`src/rtl/dhtd_pkg.sv`:
```
// ----------------------------------------------------------------------------
// dhtd_pkg
// Shared types and constants of the dwell hold toggle detector.
// ----------------------------------------------------------------------------
`default_nettype none

package dhtd_pkg;

   // Width of the shared arithmetic unit: holds the sum of two 64-bit squares
   // plus a sign bit for compares done as subtraction.
   localparam int ALU_W   = 66;
   // Multiplier operand width.
   localparam int MUL_W   = 32;
   localparam int PROD_W  = 2 * MUL_W;

   localparam int TIME_W  = 32;
   localparam int DZ_W    = 32;
   localparam int MS_W    = 16;
   localparam int LEVEL_W = 9;

   // Quotient bits of the hold level divide (level never exceeds 256).
   localparam int DIV_STEPS = LEVEL_W;
   localparam int DCNT_W    = $clog2(DIV_STEPS);

   localparam int CSR_ADDR_W = 4;
   localparam int CSR_DATA_W = 32;

   localparam logic [1:0] REG_DEAD_ZONE = 2'd0;
   localparam logic [1:0] REG_START     = 2'd1;
   localparam logic [1:0] REG_FINISH    = 2'd2;

   localparam logic [15:0] START_RESET  = 16'd300;
   localparam logic [15:0] FINISH_RESET = 16'd1200;
   localparam logic [31:0] DZ_RESET     = 32'd200;

   typedef logic [1:0] alu_op_type;

   localparam alu_op_type OP_ADD = 2'd0;
   localparam alu_op_type OP_SUB = 2'd1;
   localparam alu_op_type OP_MUL = 2'd2;

endpackage

`default_nettype wire

```
`src/rtl/dwell_hold_toggle_detector.sv`:
```
// ----------------------------------------------------------------------------
// dwell_hold_toggle_detector
// Dwell click detector: pointer hold level and pressed toggle per sample.
// ----------------------------------------------------------------------------
// One request is processed at a time through a single shared add/subtract/
// multiply unit stepped by a sequencer; req_stall stays high while a request
// is in work. A moving sample ends after the dead zone compare, a still
// sample that toggles after the finish compare, one that does not pass the
// start threshold after the start compare, and a still sample in the rising
// part after the nine restoring divide steps of the hold level. The next
// request is taken in idle once the result is loaded into the output
// register, so it is taken while the previous result waits on rsp_stall.
`default_nettype none

module dwell_hold_toggle_detector #(
   parameter int COORD_BITS = 16
) (
   input  logic                                 clock,
   input  logic                                 reset,

   input  logic                                 req_valid,
   output logic                                 req_stall,
   input  logic signed [COORD_BITS-1:0]         req_x_pos,
   input  logic signed [COORD_BITS-1:0]         req_y_pos,
   input  logic [dhtd_pkg::TIME_W-1:0]          req_time_ms,

   output logic                                 rsp_valid,
   input  logic                                 rsp_stall,
   output logic                                 rsp_pressed,
   output logic [dhtd_pkg::LEVEL_W-1:0]         rsp_hold_level,
   output logic                                 rsp_toggled,

   input  logic                                 csr_psel,
   input  logic                                 csr_penable,
   input  logic                                 csr_pwrite,
   input  logic [dhtd_pkg::CSR_ADDR_W-1:0]      csr_paddr,
   input  logic [dhtd_pkg::CSR_DATA_W-1:0]      csr_pwdata,
   output logic [dhtd_pkg::CSR_DATA_W-1:0]      csr_prdata,
   output logic                                 csr_pready
);

   localparam int AW  = dhtd_pkg::ALU_W;
   localparam int TW  = dhtd_pkg::TIME_W;
   localparam int MW  = dhtd_pkg::MS_W;
   localparam int LW  = dhtd_pkg::LEVEL_W;
   localparam int PW  = dhtd_pkg::PROD_W;
   localparam int XW  = dhtd_pkg::MUL_W;
   localparam int CW  = dhtd_pkg::DCNT_W;

   localparam logic [3:0] S_IDLE = 4'd0;
   localparam logic [3:0] S_DX   = 4'd1;
   localparam logic [3:0] S_DXA  = 4'd2;
   localparam logic [3:0] S_SQX  = 4'd3;
   localparam logic [3:0] S_DY   = 4'd4;
   localparam logic [3:0] S_DYA  = 4'd5;
   localparam logic [3:0] S_SQY  = 4'd6;
   localparam logic [3:0] S_DIST = 4'd7;
   localparam logic [3:0] S_CMP  = 4'd8;
   localparam logic [3:0] S_ELAP = 4'd9;
   localparam logic [3:0] S_CF   = 4'd10;
   localparam logic [3:0] S_CS   = 4'd11;
   localparam logic [3:0] S_NUM  = 4'd12;
   localparam logic [3:0] S_DEN  = 4'd13;
   localparam logic [3:0] S_DIV  = 4'd14;
   localparam logic [3:0] S_OUT  = 4'd15;

   localparam logic [CW-1:0] DCNT_FIRST = CW'(dhtd_pkg::DIV_STEPS - 1);

   // control and architectural state
   logic [3:0]                  state_ff, state_in;
   logic [dhtd_pkg::DZ_W-1:0]   dz_ff, dz_in;
   logic [MW-1:0]               start_ff, start_in;
   logic [MW-1:0]               finish_ff, finish_in;
   logic signed [COORD_BITS-1:0] ax_ff, ax_in;
   logic signed [COORD_BITS-1:0] ay_ff, ay_in;
   logic [TW-1:0]               at_ff, at_in;
   logic                        pressed_ff, pressed_in;
   logic [LW-1:0]               level_ff, level_in;
   logic                        rsp_valid_ff, rsp_valid_in;

   // working registers
   logic signed [COORD_BITS-1:0] x_ff, x_in;
   logic signed [COORD_BITS-1:0] y_ff, y_in;
   logic [TW-1:0]               t_ff, t_in;
   logic [AW-1:0]               res_ff, res_in;
   logic [XW-1:0]               abs_ff, abs_in;
   logic [PW-1:0]               sq_ff, sq_in;
   logic [TW-1:0]               elap_ff, elap_in;
   logic [MW-1:0]               rem_ff, rem_in;
   logic [MW-1:0]               den_ff, den_in;
   logic                        lsb_ff, lsb_in;
   logic [LW-1:0]               q_ff, q_in;
   logic [CW-1:0]               cnt_ff, cnt_in;
   logic                        toggled_ff, toggled_in;

   // result register
   logic                        out_pressed_ff, out_pressed_in;
   logic [LW-1:0]               out_level_ff, out_level_in;
   logic                        out_toggled_ff, out_toggled_in;

   dhtd_pkg::alu_op_type        alu_op;
   logic [AW-1:0]               alu_a, alu_b, alu_y;
   logic [MW:0]                 rem2;
   logic                        qbit;
   logic                        csr_wr;

   dhtd_alu u_alu (
      .op (alu_op),
      .a  (alu_a),
      .b  (alu_b),
      .y  (alu_y)
   );

   assign csr_wr     = csr_psel & csr_penable & csr_pwrite;
   assign csr_pready = 1'b1;

   always_comb begin
      case (csr_paddr[3:2])
         dhtd_pkg::REG_DEAD_ZONE: csr_prdata = dz_ff;
         dhtd_pkg::REG_START:     csr_prdata = dhtd_pkg::CSR_DATA_W'(start_ff);
         dhtd_pkg::REG_FINISH:    csr_prdata = dhtd_pkg::CSR_DATA_W'(finish_ff);
         default:                 csr_prdata = '0;
      endcase
   end

   // shift in one dividend bit per step: only the first step can carry a one
   assign rem2 = {rem_ff, (cnt_ff == DCNT_FIRST) ? lsb_ff : 1'b0};
   assign qbit = ~alu_y[AW-1];

   assign req_stall      = (state_ff != S_IDLE);
   assign rsp_valid      = rsp_valid_ff;
   assign rsp_pressed    = out_pressed_ff;
   assign rsp_hold_level = out_level_ff;
   assign rsp_toggled    = out_toggled_ff;

   always_comb begin
      state_in       = state_ff;
      dz_in          = dz_ff;
      start_in       = start_ff;
      finish_in      = finish_ff;
      ax_in          = ax_ff;
      ay_in          = ay_ff;
      at_in          = at_ff;
      pressed_in     = pressed_ff;
      level_in       = level_ff;
      rsp_valid_in   = rsp_valid_ff & rsp_stall;
      x_in           = x_ff;
      y_in           = y_ff;
      t_in           = t_ff;
      res_in         = res_ff;
      abs_in         = abs_ff;
      sq_in          = sq_ff;
      elap_in        = elap_ff;
      rem_in         = rem_ff;
      den_in         = den_ff;
      lsb_in         = lsb_ff;
      q_in           = q_ff;
      cnt_in         = cnt_ff;
      toggled_in     = toggled_ff;
      out_pressed_in = out_pressed_ff;
      out_level_in   = out_level_ff;
      out_toggled_in = out_toggled_ff;
      alu_op         = dhtd_pkg::OP_SUB;
      alu_a          = '0;
      alu_b          = '0;

      if (csr_wr) begin
         case (csr_paddr[3:2])
            dhtd_pkg::REG_DEAD_ZONE: dz_in     = csr_pwdata;
            dhtd_pkg::REG_START:     start_in  = csr_pwdata[MW-1:0];
            dhtd_pkg::REG_FINISH:    finish_in = csr_pwdata[MW-1:0];
            default:                 ;
         endcase
      end

      case (state_ff)
         S_IDLE: begin
            if (req_valid) begin
               x_in     = req_x_pos;
               y_in     = req_y_pos;
               t_in     = req_time_ms;
               state_in = S_DX;
            end
         end
         S_DX: begin
            alu_a    = AW'(x_ff);
            alu_b    = AW'(ax_ff);
            res_in   = alu_y;
            state_in = S_DXA;
         end
         S_DXA: begin
            alu_b    = res_ff;
            abs_in   = res_ff[AW-1] ? alu_y[XW-1:0] : res_ff[XW-1:0];
            state_in = S_SQX;
         end
         S_SQX: begin
            alu_op   = dhtd_pkg::OP_MUL;
            alu_a    = AW'(abs_ff);
            alu_b    = AW'(abs_ff);
            sq_in    = alu_y[PW-1:0];
            state_in = S_DY;
         end
         S_DY: begin
            alu_a    = AW'(y_ff);
            alu_b    = AW'(ay_ff);
            res_in   = alu_y;
            state_in = S_DYA;
         end
         S_DYA: begin
            alu_b    = res_ff;
            abs_in   = res_ff[AW-1] ? alu_y[XW-1:0] : res_ff[XW-1:0];
            state_in = S_SQY;
         end
         S_SQY: begin
            alu_op   = dhtd_pkg::OP_MUL;
            alu_a    = AW'(abs_ff);
            alu_b    = AW'(abs_ff);
            res_in   = alu_y;
            state_in = S_DIST;
         end
         S_DIST: begin
            alu_op   = dhtd_pkg::OP_ADD;
            alu_a    = AW'(sq_ff);
            alu_b    = res_ff;
            res_in   = alu_y;
            state_in = S_CMP;
         end
         S_CMP: begin
            alu_a = res_ff;
            alu_b = AW'(dz_ff);
            if (alu_y[AW-1]) begin
               state_in = S_ELAP;
            end else begin
               // moving: re-anchor, keep the level
               ax_in      = x_ff;
               ay_in      = y_ff;
               at_in      = t_ff;
               toggled_in = 1'b0;
               state_in   = S_OUT;
            end
         end
         S_ELAP: begin
            alu_a    = AW'(t_ff);
            alu_b    = AW'(at_ff);
            elap_in  = alu_y[TW-1:0];
            state_in = S_CF;
         end
         S_CF: begin
            alu_a = AW'(finish_ff);
            alu_b = AW'(elap_ff);
            if (alu_y[AW-1]) begin
               ax_in      = x_ff;
               ay_in      = y_ff;
               at_in      = t_ff;
               pressed_in = ~pressed_ff;
               level_in   = '0;
               toggled_in = 1'b1;
               state_in   = S_OUT;
            end else begin
               state_in = S_CS;
            end
         end
         S_CS: begin
            alu_a      = AW'(start_ff);
            alu_b      = AW'(elap_ff);
            toggled_in = 1'b0;
            if (!alu_y[AW-1]) begin
               level_in = '0;
               state_in = S_OUT;
            end else begin
               state_in = S_NUM;
            end
         end
         S_NUM: begin
            // elapsed - start fits in 16 bits here since elapsed <= finish
            alu_a    = AW'(elap_ff);
            alu_b    = AW'(start_ff);
            rem_in   = {1'b0, alu_y[MW-1:1]};
            lsb_in   = alu_y[0];
            state_in = S_DEN;
         end
         S_DEN: begin
            alu_a    = AW'(finish_ff);
            alu_b    = AW'(start_ff);
            den_in   = alu_y[MW-1:0];
            q_in     = '0;
            cnt_in   = DCNT_FIRST;
            state_in = S_DIV;
         end
         S_DIV: begin
            alu_a  = AW'(rem2);
            alu_b  = AW'(den_ff);
            rem_in = qbit ? alu_y[MW-1:0] : rem2[MW-1:0];
            q_in   = {q_ff[LW-2:0], qbit};
            if (cnt_ff == '0) begin
               level_in = {q_ff[LW-2:0], qbit};
               state_in = S_OUT;
            end else begin
               cnt_in = cnt_ff - 1'b1;
            end
         end
         S_OUT: begin
            // hold until the result register is free
            if (!rsp_valid_ff || !rsp_stall) begin
               rsp_valid_in   = 1'b1;
               out_pressed_in = pressed_ff;
               out_level_in   = level_ff;
               out_toggled_in = toggled_ff;
               state_in       = S_IDLE;
            end
         end
         default: state_in = S_IDLE;
      endcase
   end

   always_ff @(posedge clock) begin
      if (reset) begin
         state_ff     <= S_IDLE;
         dz_ff        <= dhtd_pkg::DZ_RESET;
         start_ff     <= dhtd_pkg::START_RESET;
         finish_ff    <= dhtd_pkg::FINISH_RESET;
         ax_ff        <= '0;
         ay_ff        <= '0;
         at_ff        <= '0;
         pressed_ff   <= 1'b0;
         level_ff     <= '0;
         rsp_valid_ff <= 1'b0;
      end else begin
         state_ff     <= state_in;
         dz_ff        <= dz_in;
         start_ff     <= start_in;
         finish_ff    <= finish_in;
         ax_ff        <= ax_in;
         ay_ff        <= ay_in;
         at_ff        <= at_in;
         pressed_ff   <= pressed_in;
         level_ff     <= level_in;
         rsp_valid_ff <= rsp_valid_in;
      end
   end

   always_ff @(posedge clock) begin
      x_ff           <= x_in;
      y_ff           <= y_in;
      t_ff           <= t_in;
      res_ff         <= res_in;
      abs_ff         <= abs_in;
      sq_ff          <= sq_in;
      elap_ff        <= elap_in;
      rem_ff         <= rem_in;
      den_ff         <= den_in;
      lsb_ff         <= lsb_in;
      q_ff           <= q_in;
      cnt_ff         <= cnt_in;
      toggled_ff     <= toggled_in;
      out_pressed_ff <= out_pressed_in;
      out_level_ff   <= out_level_in;
      out_toggled_ff <= out_toggled_in;
   end

   a_toggle_zero_level: assert property (@(posedge clock) disable iff (reset)
      rsp_valid && rsp_toggled |-> rsp_hold_level == '0)
      else $error("toggle result carries a nonzero hold level");

   a_level_range: assert property (@(posedge clock) disable iff (reset)
      rsp_valid |-> rsp_hold_level <= LW'(256))
      else $error("hold level above full scale");

   a_accept_starts: assert property (@(posedge clock) disable iff (reset)
      req_valid && !req_stall |=> state_ff == S_DX && req_stall)
      else $error("accepted request did not start the sequence");

   a_pressed_only_on_toggle: assert property (@(posedge clock) disable iff (reset)
      !$stable(pressed_ff) |-> $past(reset) || $past(state_ff) == S_CF)
      else $error("pressed state changed outside the toggle step");

endmodule

`default_nettype wire

```
`src/rtl/dhtd_alu.sv`:
```
// ----------------------------------------------------------------------------
// dhtd_alu
// Shared arithmetic unit: add, subtract or 32x32 multiply, combinational.
// ----------------------------------------------------------------------------
`default_nettype none

module dhtd_alu (
   input  dhtd_pkg::alu_op_type         op,
   input  logic [dhtd_pkg::ALU_W-1:0]   a,
   input  logic [dhtd_pkg::ALU_W-1:0]   b,
   output logic [dhtd_pkg::ALU_W-1:0]   y
);

   localparam int AW = dhtd_pkg::ALU_W;

   logic [dhtd_pkg::PROD_W-1:0] prod;

   assign prod = a[dhtd_pkg::MUL_W-1:0] * b[dhtd_pkg::MUL_W-1:0];

   always_comb begin
      case (op)
         dhtd_pkg::OP_ADD: y = a + b;
         dhtd_pkg::OP_SUB: y = a - b;
         dhtd_pkg::OP_MUL: y = AW'(prod);
         default:          y = '0;
      endcase
   end

endmodule

`default_nettype wire

```
`config.mk`:
```
export PLATFORM = sky130hd
export DESIGN_NAME = dwell_hold_toggle_detector
export DESIGN_NICKNAME = d
export VERILOG_FILES = /design/src/rtl/dhtd_pkg.sv /design/src/rtl/dwell_hold_toggle_detector.sv /design/src/rtl/dhtd_alu.sv
export SDC_FILE = /design/constraint.sdc
export NUM_CORES = 2
export LEC_CHECK = 0
export BUFFER_PORTS_ARGS = -buffer_cell sky130_fd_sc_hd__buf_2
export CAP_MARGIN = 30
export CORE_ASPECT_RATIO = 2
export CORE_UTILIZATION = 52
export CTS_CLUSTER_DIAMETER = 60
export DETAILED_ROUTE_END_ITERATION = 7
export GPL_ROUTABILITY_DRIVEN = 0
export PLACE_DENSITY = 0.71
export RECOVER_POWER = 25
export SETUP_SLACK_MARGIN = 0.1
export SKIP_CTS_REPAIR_TIMING = 1
export SLEW_MARGIN = 15
export SYNTH_ARGS = -nofsm -noshare
export SYNTH_HDL_FRONTEND = slang
export SYNTH_HIERARCHICAL = 1
export SYNTH_SLANG_ARGS = --single-unit
```
`constraint.sdc`:
```
create_clock -name clock -period 23.8 [get_ports clock]
set_clock_uncertainty 0.1 [all_clocks]
set_input_delay 1.19 -clock clock [delete_from_list [all_inputs] [get_ports clock]]
set_output_delay 1.19 -clock clock [all_outputs]
set_load 0.1 [all_outputs]
```
==> out/results.tsv <==
stage	metric	value	unit
synthesis	Synth Cell Area	59100	um^2
setup_path	WS Path Type	reg2reg	
final_layout	Final #Nets	7556	
power_and_ir_drop	P per Cell Area	58.9	nW/um^2
setup_path	Crit. End Element	register	
synthesis	Syn Area/Cell	9.33	um^2
worst_hold_path	HP Class	reg2reg	
power_and_ir_drop	Final Power	3660	uW
synthesis	Synthesized Nets	7672	
synthesis	Main synth FF type	edfxtp_1	
place	I/O Buffers	149	
synthesis	Async SR Flop Fraction	0	
clock_network	clk slew on worst S/H paths	0.08	ns
synthesis	top-area cell type share of the netlist area	0.304	
sta	RSZ-0062 raised after global routing	false	
sta	part of the cycle the worst path needs	0.640	
synthesis	post-synth cell types	102	
place	post-DP HPWL	144000	um
die	Initial Util	0.525	
grt	vias in the first global route	51800	
sta	Max Slew Vio Count	173	
die	Core Area	113000	um^2
sta	clock period minus worst slack	15.24	ns
final_layout	layout cell share with drive strength beyond 1	0.0650	
clock_network	CTS max path bufs	3	
sta	Final Hold Fails	0	
sta	final setup TNS	0	ns
routing	DR iter-0 viols	3978	
sta	Slew @ Worst Pin	3.23	ns
die	num rows	174	
grt	largest net degree at the start of global routing	87	
setup_path	crit-path most repeated cell	fa_1	
run_status	status	finished, violations left	
routing	vias per std cell	6.20	
grt	total grt overflow	0	
power_and_ir_drop	Lkg Pwr	0.0281	uW
synthesis	post-synthesis sequential area ratio	0.208	
setup_path	CP Data Arrival Time	15.45	ns
synthesis	YS warnings	6	
run_status	failing checks	design-rule violations, max-capacitance violations, max-slew violations	
clock_network	CTS tree	built	
synthesis	Post-synth EDFFs	315	
grt	first-pass GRT wire length	301000	um
final_layout	leading cell type in the layout, fill and taps excluded	nand2_1	
setup_path	Worst EP required	24.01	ns
power_and_ir_drop	Max IR drop VDD	0.0000654	V
die	I/O Pins	153	
synthesis	Area contributors post-synth	fa_1 30%, edfxtp_1 16%, ha_1 7.0%	
routing	Residual DRC	1	
setup_path	CP max-delay cell	clkbuf_1	
clock_network	Clk Tree Root Cell	clkbuf_16	
routing	Pre-Repair DR Iteration Count	8	
sta	Slew HR	-1.16	
final_layout	commonest non-fill, non-tap cells in the layout	921 x nand2_1, 897 x fa_1, 894 x inv_1	
grt	GRT Overall Usage	0.353	
clock_network	H-tree depth	2	
synthesis	Post-Syn Instances	6336	
die	die height	479	um
clock_network	clk_lat worst skew	0.61	ns
routing	drt wl/cell	25.7	um
routing	Antenna Nets Post-Route	0	
die	die area	115000	um^2
setup_path	Setup crit start kind	register	
final_layout	filler cell count	10000	
sta	max frequency	65.6	MHz
job	max-cap check violation count	4	
synthesis	flops & latches, synth	458	
clock_network	Clock Sinks	458	
sta	Final setup viols	0	
setup_path	CP max stage delay	2.28	ns
routing	DR vias	48100	
routing	WL final	200000	um
grt	initial antenna violation count	21	
clock_network	Num CTS Buffers	36	
final_layout	area delta synth->final	5.19	%
synthesis	Synth area leader	fa_1	
die	Die W	240	um
setup_path	CP Max Fanout	57	
registers in the layout, summed over array words and instances, names as in the netlist, 32 cells and up:
signal / count
res_ff: 66
sq_ff: 64
abs_ff: 32
at_ff: 32
dz_ff: 32
elap_ff: 32
t_ff: 32
final cells by class:
type	instances	area, um^2	area share
diodes	17	42.5	0.000684
clock buffers	46	1050	0.0169
clock inverters	20	213	0.00342
inverters	894	3360	0.0539
multi-input cells	4553	41700	0.670
flip-flops and latches	458	12300	0.198
well taps	1496	1870	0.0301
repair buffers	277	1680	0.0270
per-stage QoR:
stage,utilization,instance area (um^2),cells,worst slack [ns],hold WS [ns]
2_1_floorplan,-,59100,6336,14.59,0.300
3_3_place_gp,0.541,60900,7671,11.89,0.306
3_5_place_dp,0.541,60900,7675,11.80,0.315
4_1_cts,0.553,62200,7741,11.78,0.337
5_1_grt,0.553,62200,7756,8.17,0.346
6_report,0.553,62200,7761,8.56,0.337
layer usage:
metal | up-vias | part of all wire | routed length, um | GRT usage
met4 | 2 | 0.12 | 23900 | 0.356
met5 | - | 0.000075 | 15 | 0
met1 | 23900 | 0.30 | 59200 | 0.338
met2 | 2826 | 0.50 | 101000 | 0.615
li1 | 20200 | - | - | -
met3 | 1209 | 0.080 | 15900 | 0.0630
cells by family (layout without fill, tap and decap cells):
family          count (synthesis)  in the layout  share of synthesized area
compound gates               1014           1014                      0.114
xor+xnor                      196            196                     0.0290
fa+ha+maj                    1229           1229                      0.374
buf+inv                      1325           1237                     0.0886
flops                         458            458                      0.208
mux                            96             96                     0.0171
other cells                     1             18                  0.0000634
simple gates                 2017           2017                      0.169
Yosys cell counts, types with 70 or more instances:
master,count
inv_1,894
nor2_1,153
xor2_1,84
nand2_1,922
a21oi_1,330
o21ai_0,151
clkbuf_1,315
fa_1,897
a22oi_1,70
a21o_1,86
ha_1,332
and2_1,623
dfxtp_1,143
edfxtp_1,315
xnor2_1,112
buf_2,77
report_power, final:
group | switching, uW | internal [uW]
registers | 39.5 | 1020
logic | 1290 | 643
clock network | 314 | 353
worst paths after layout:
kind         cells past startpoint        start          end  slack [ns]
max                             31  state_ff[3]   res_ff[62]        8.56
min                              0   toggled_ff  rsp_toggled        0.34
max reg2reg                     31  state_ff[3]   res_ff[62]        8.56
min reg2reg                      0   toggled_ff  rsp_toggled        0.34
critical path, delay by kind of cell, from the launching register on:
kind	cells	cell delay, ns
AO/OA/AOI/OAI	9	2.94
flip-flops	1	0.32
AND/OR/NAND/NOR	5	1.39
XOR/XNOR	1	0.29
adder cells (fa/ha/maj)	9	4.50
buffers and inverters	7	5.28
Power figures use the tool's default switching activity.
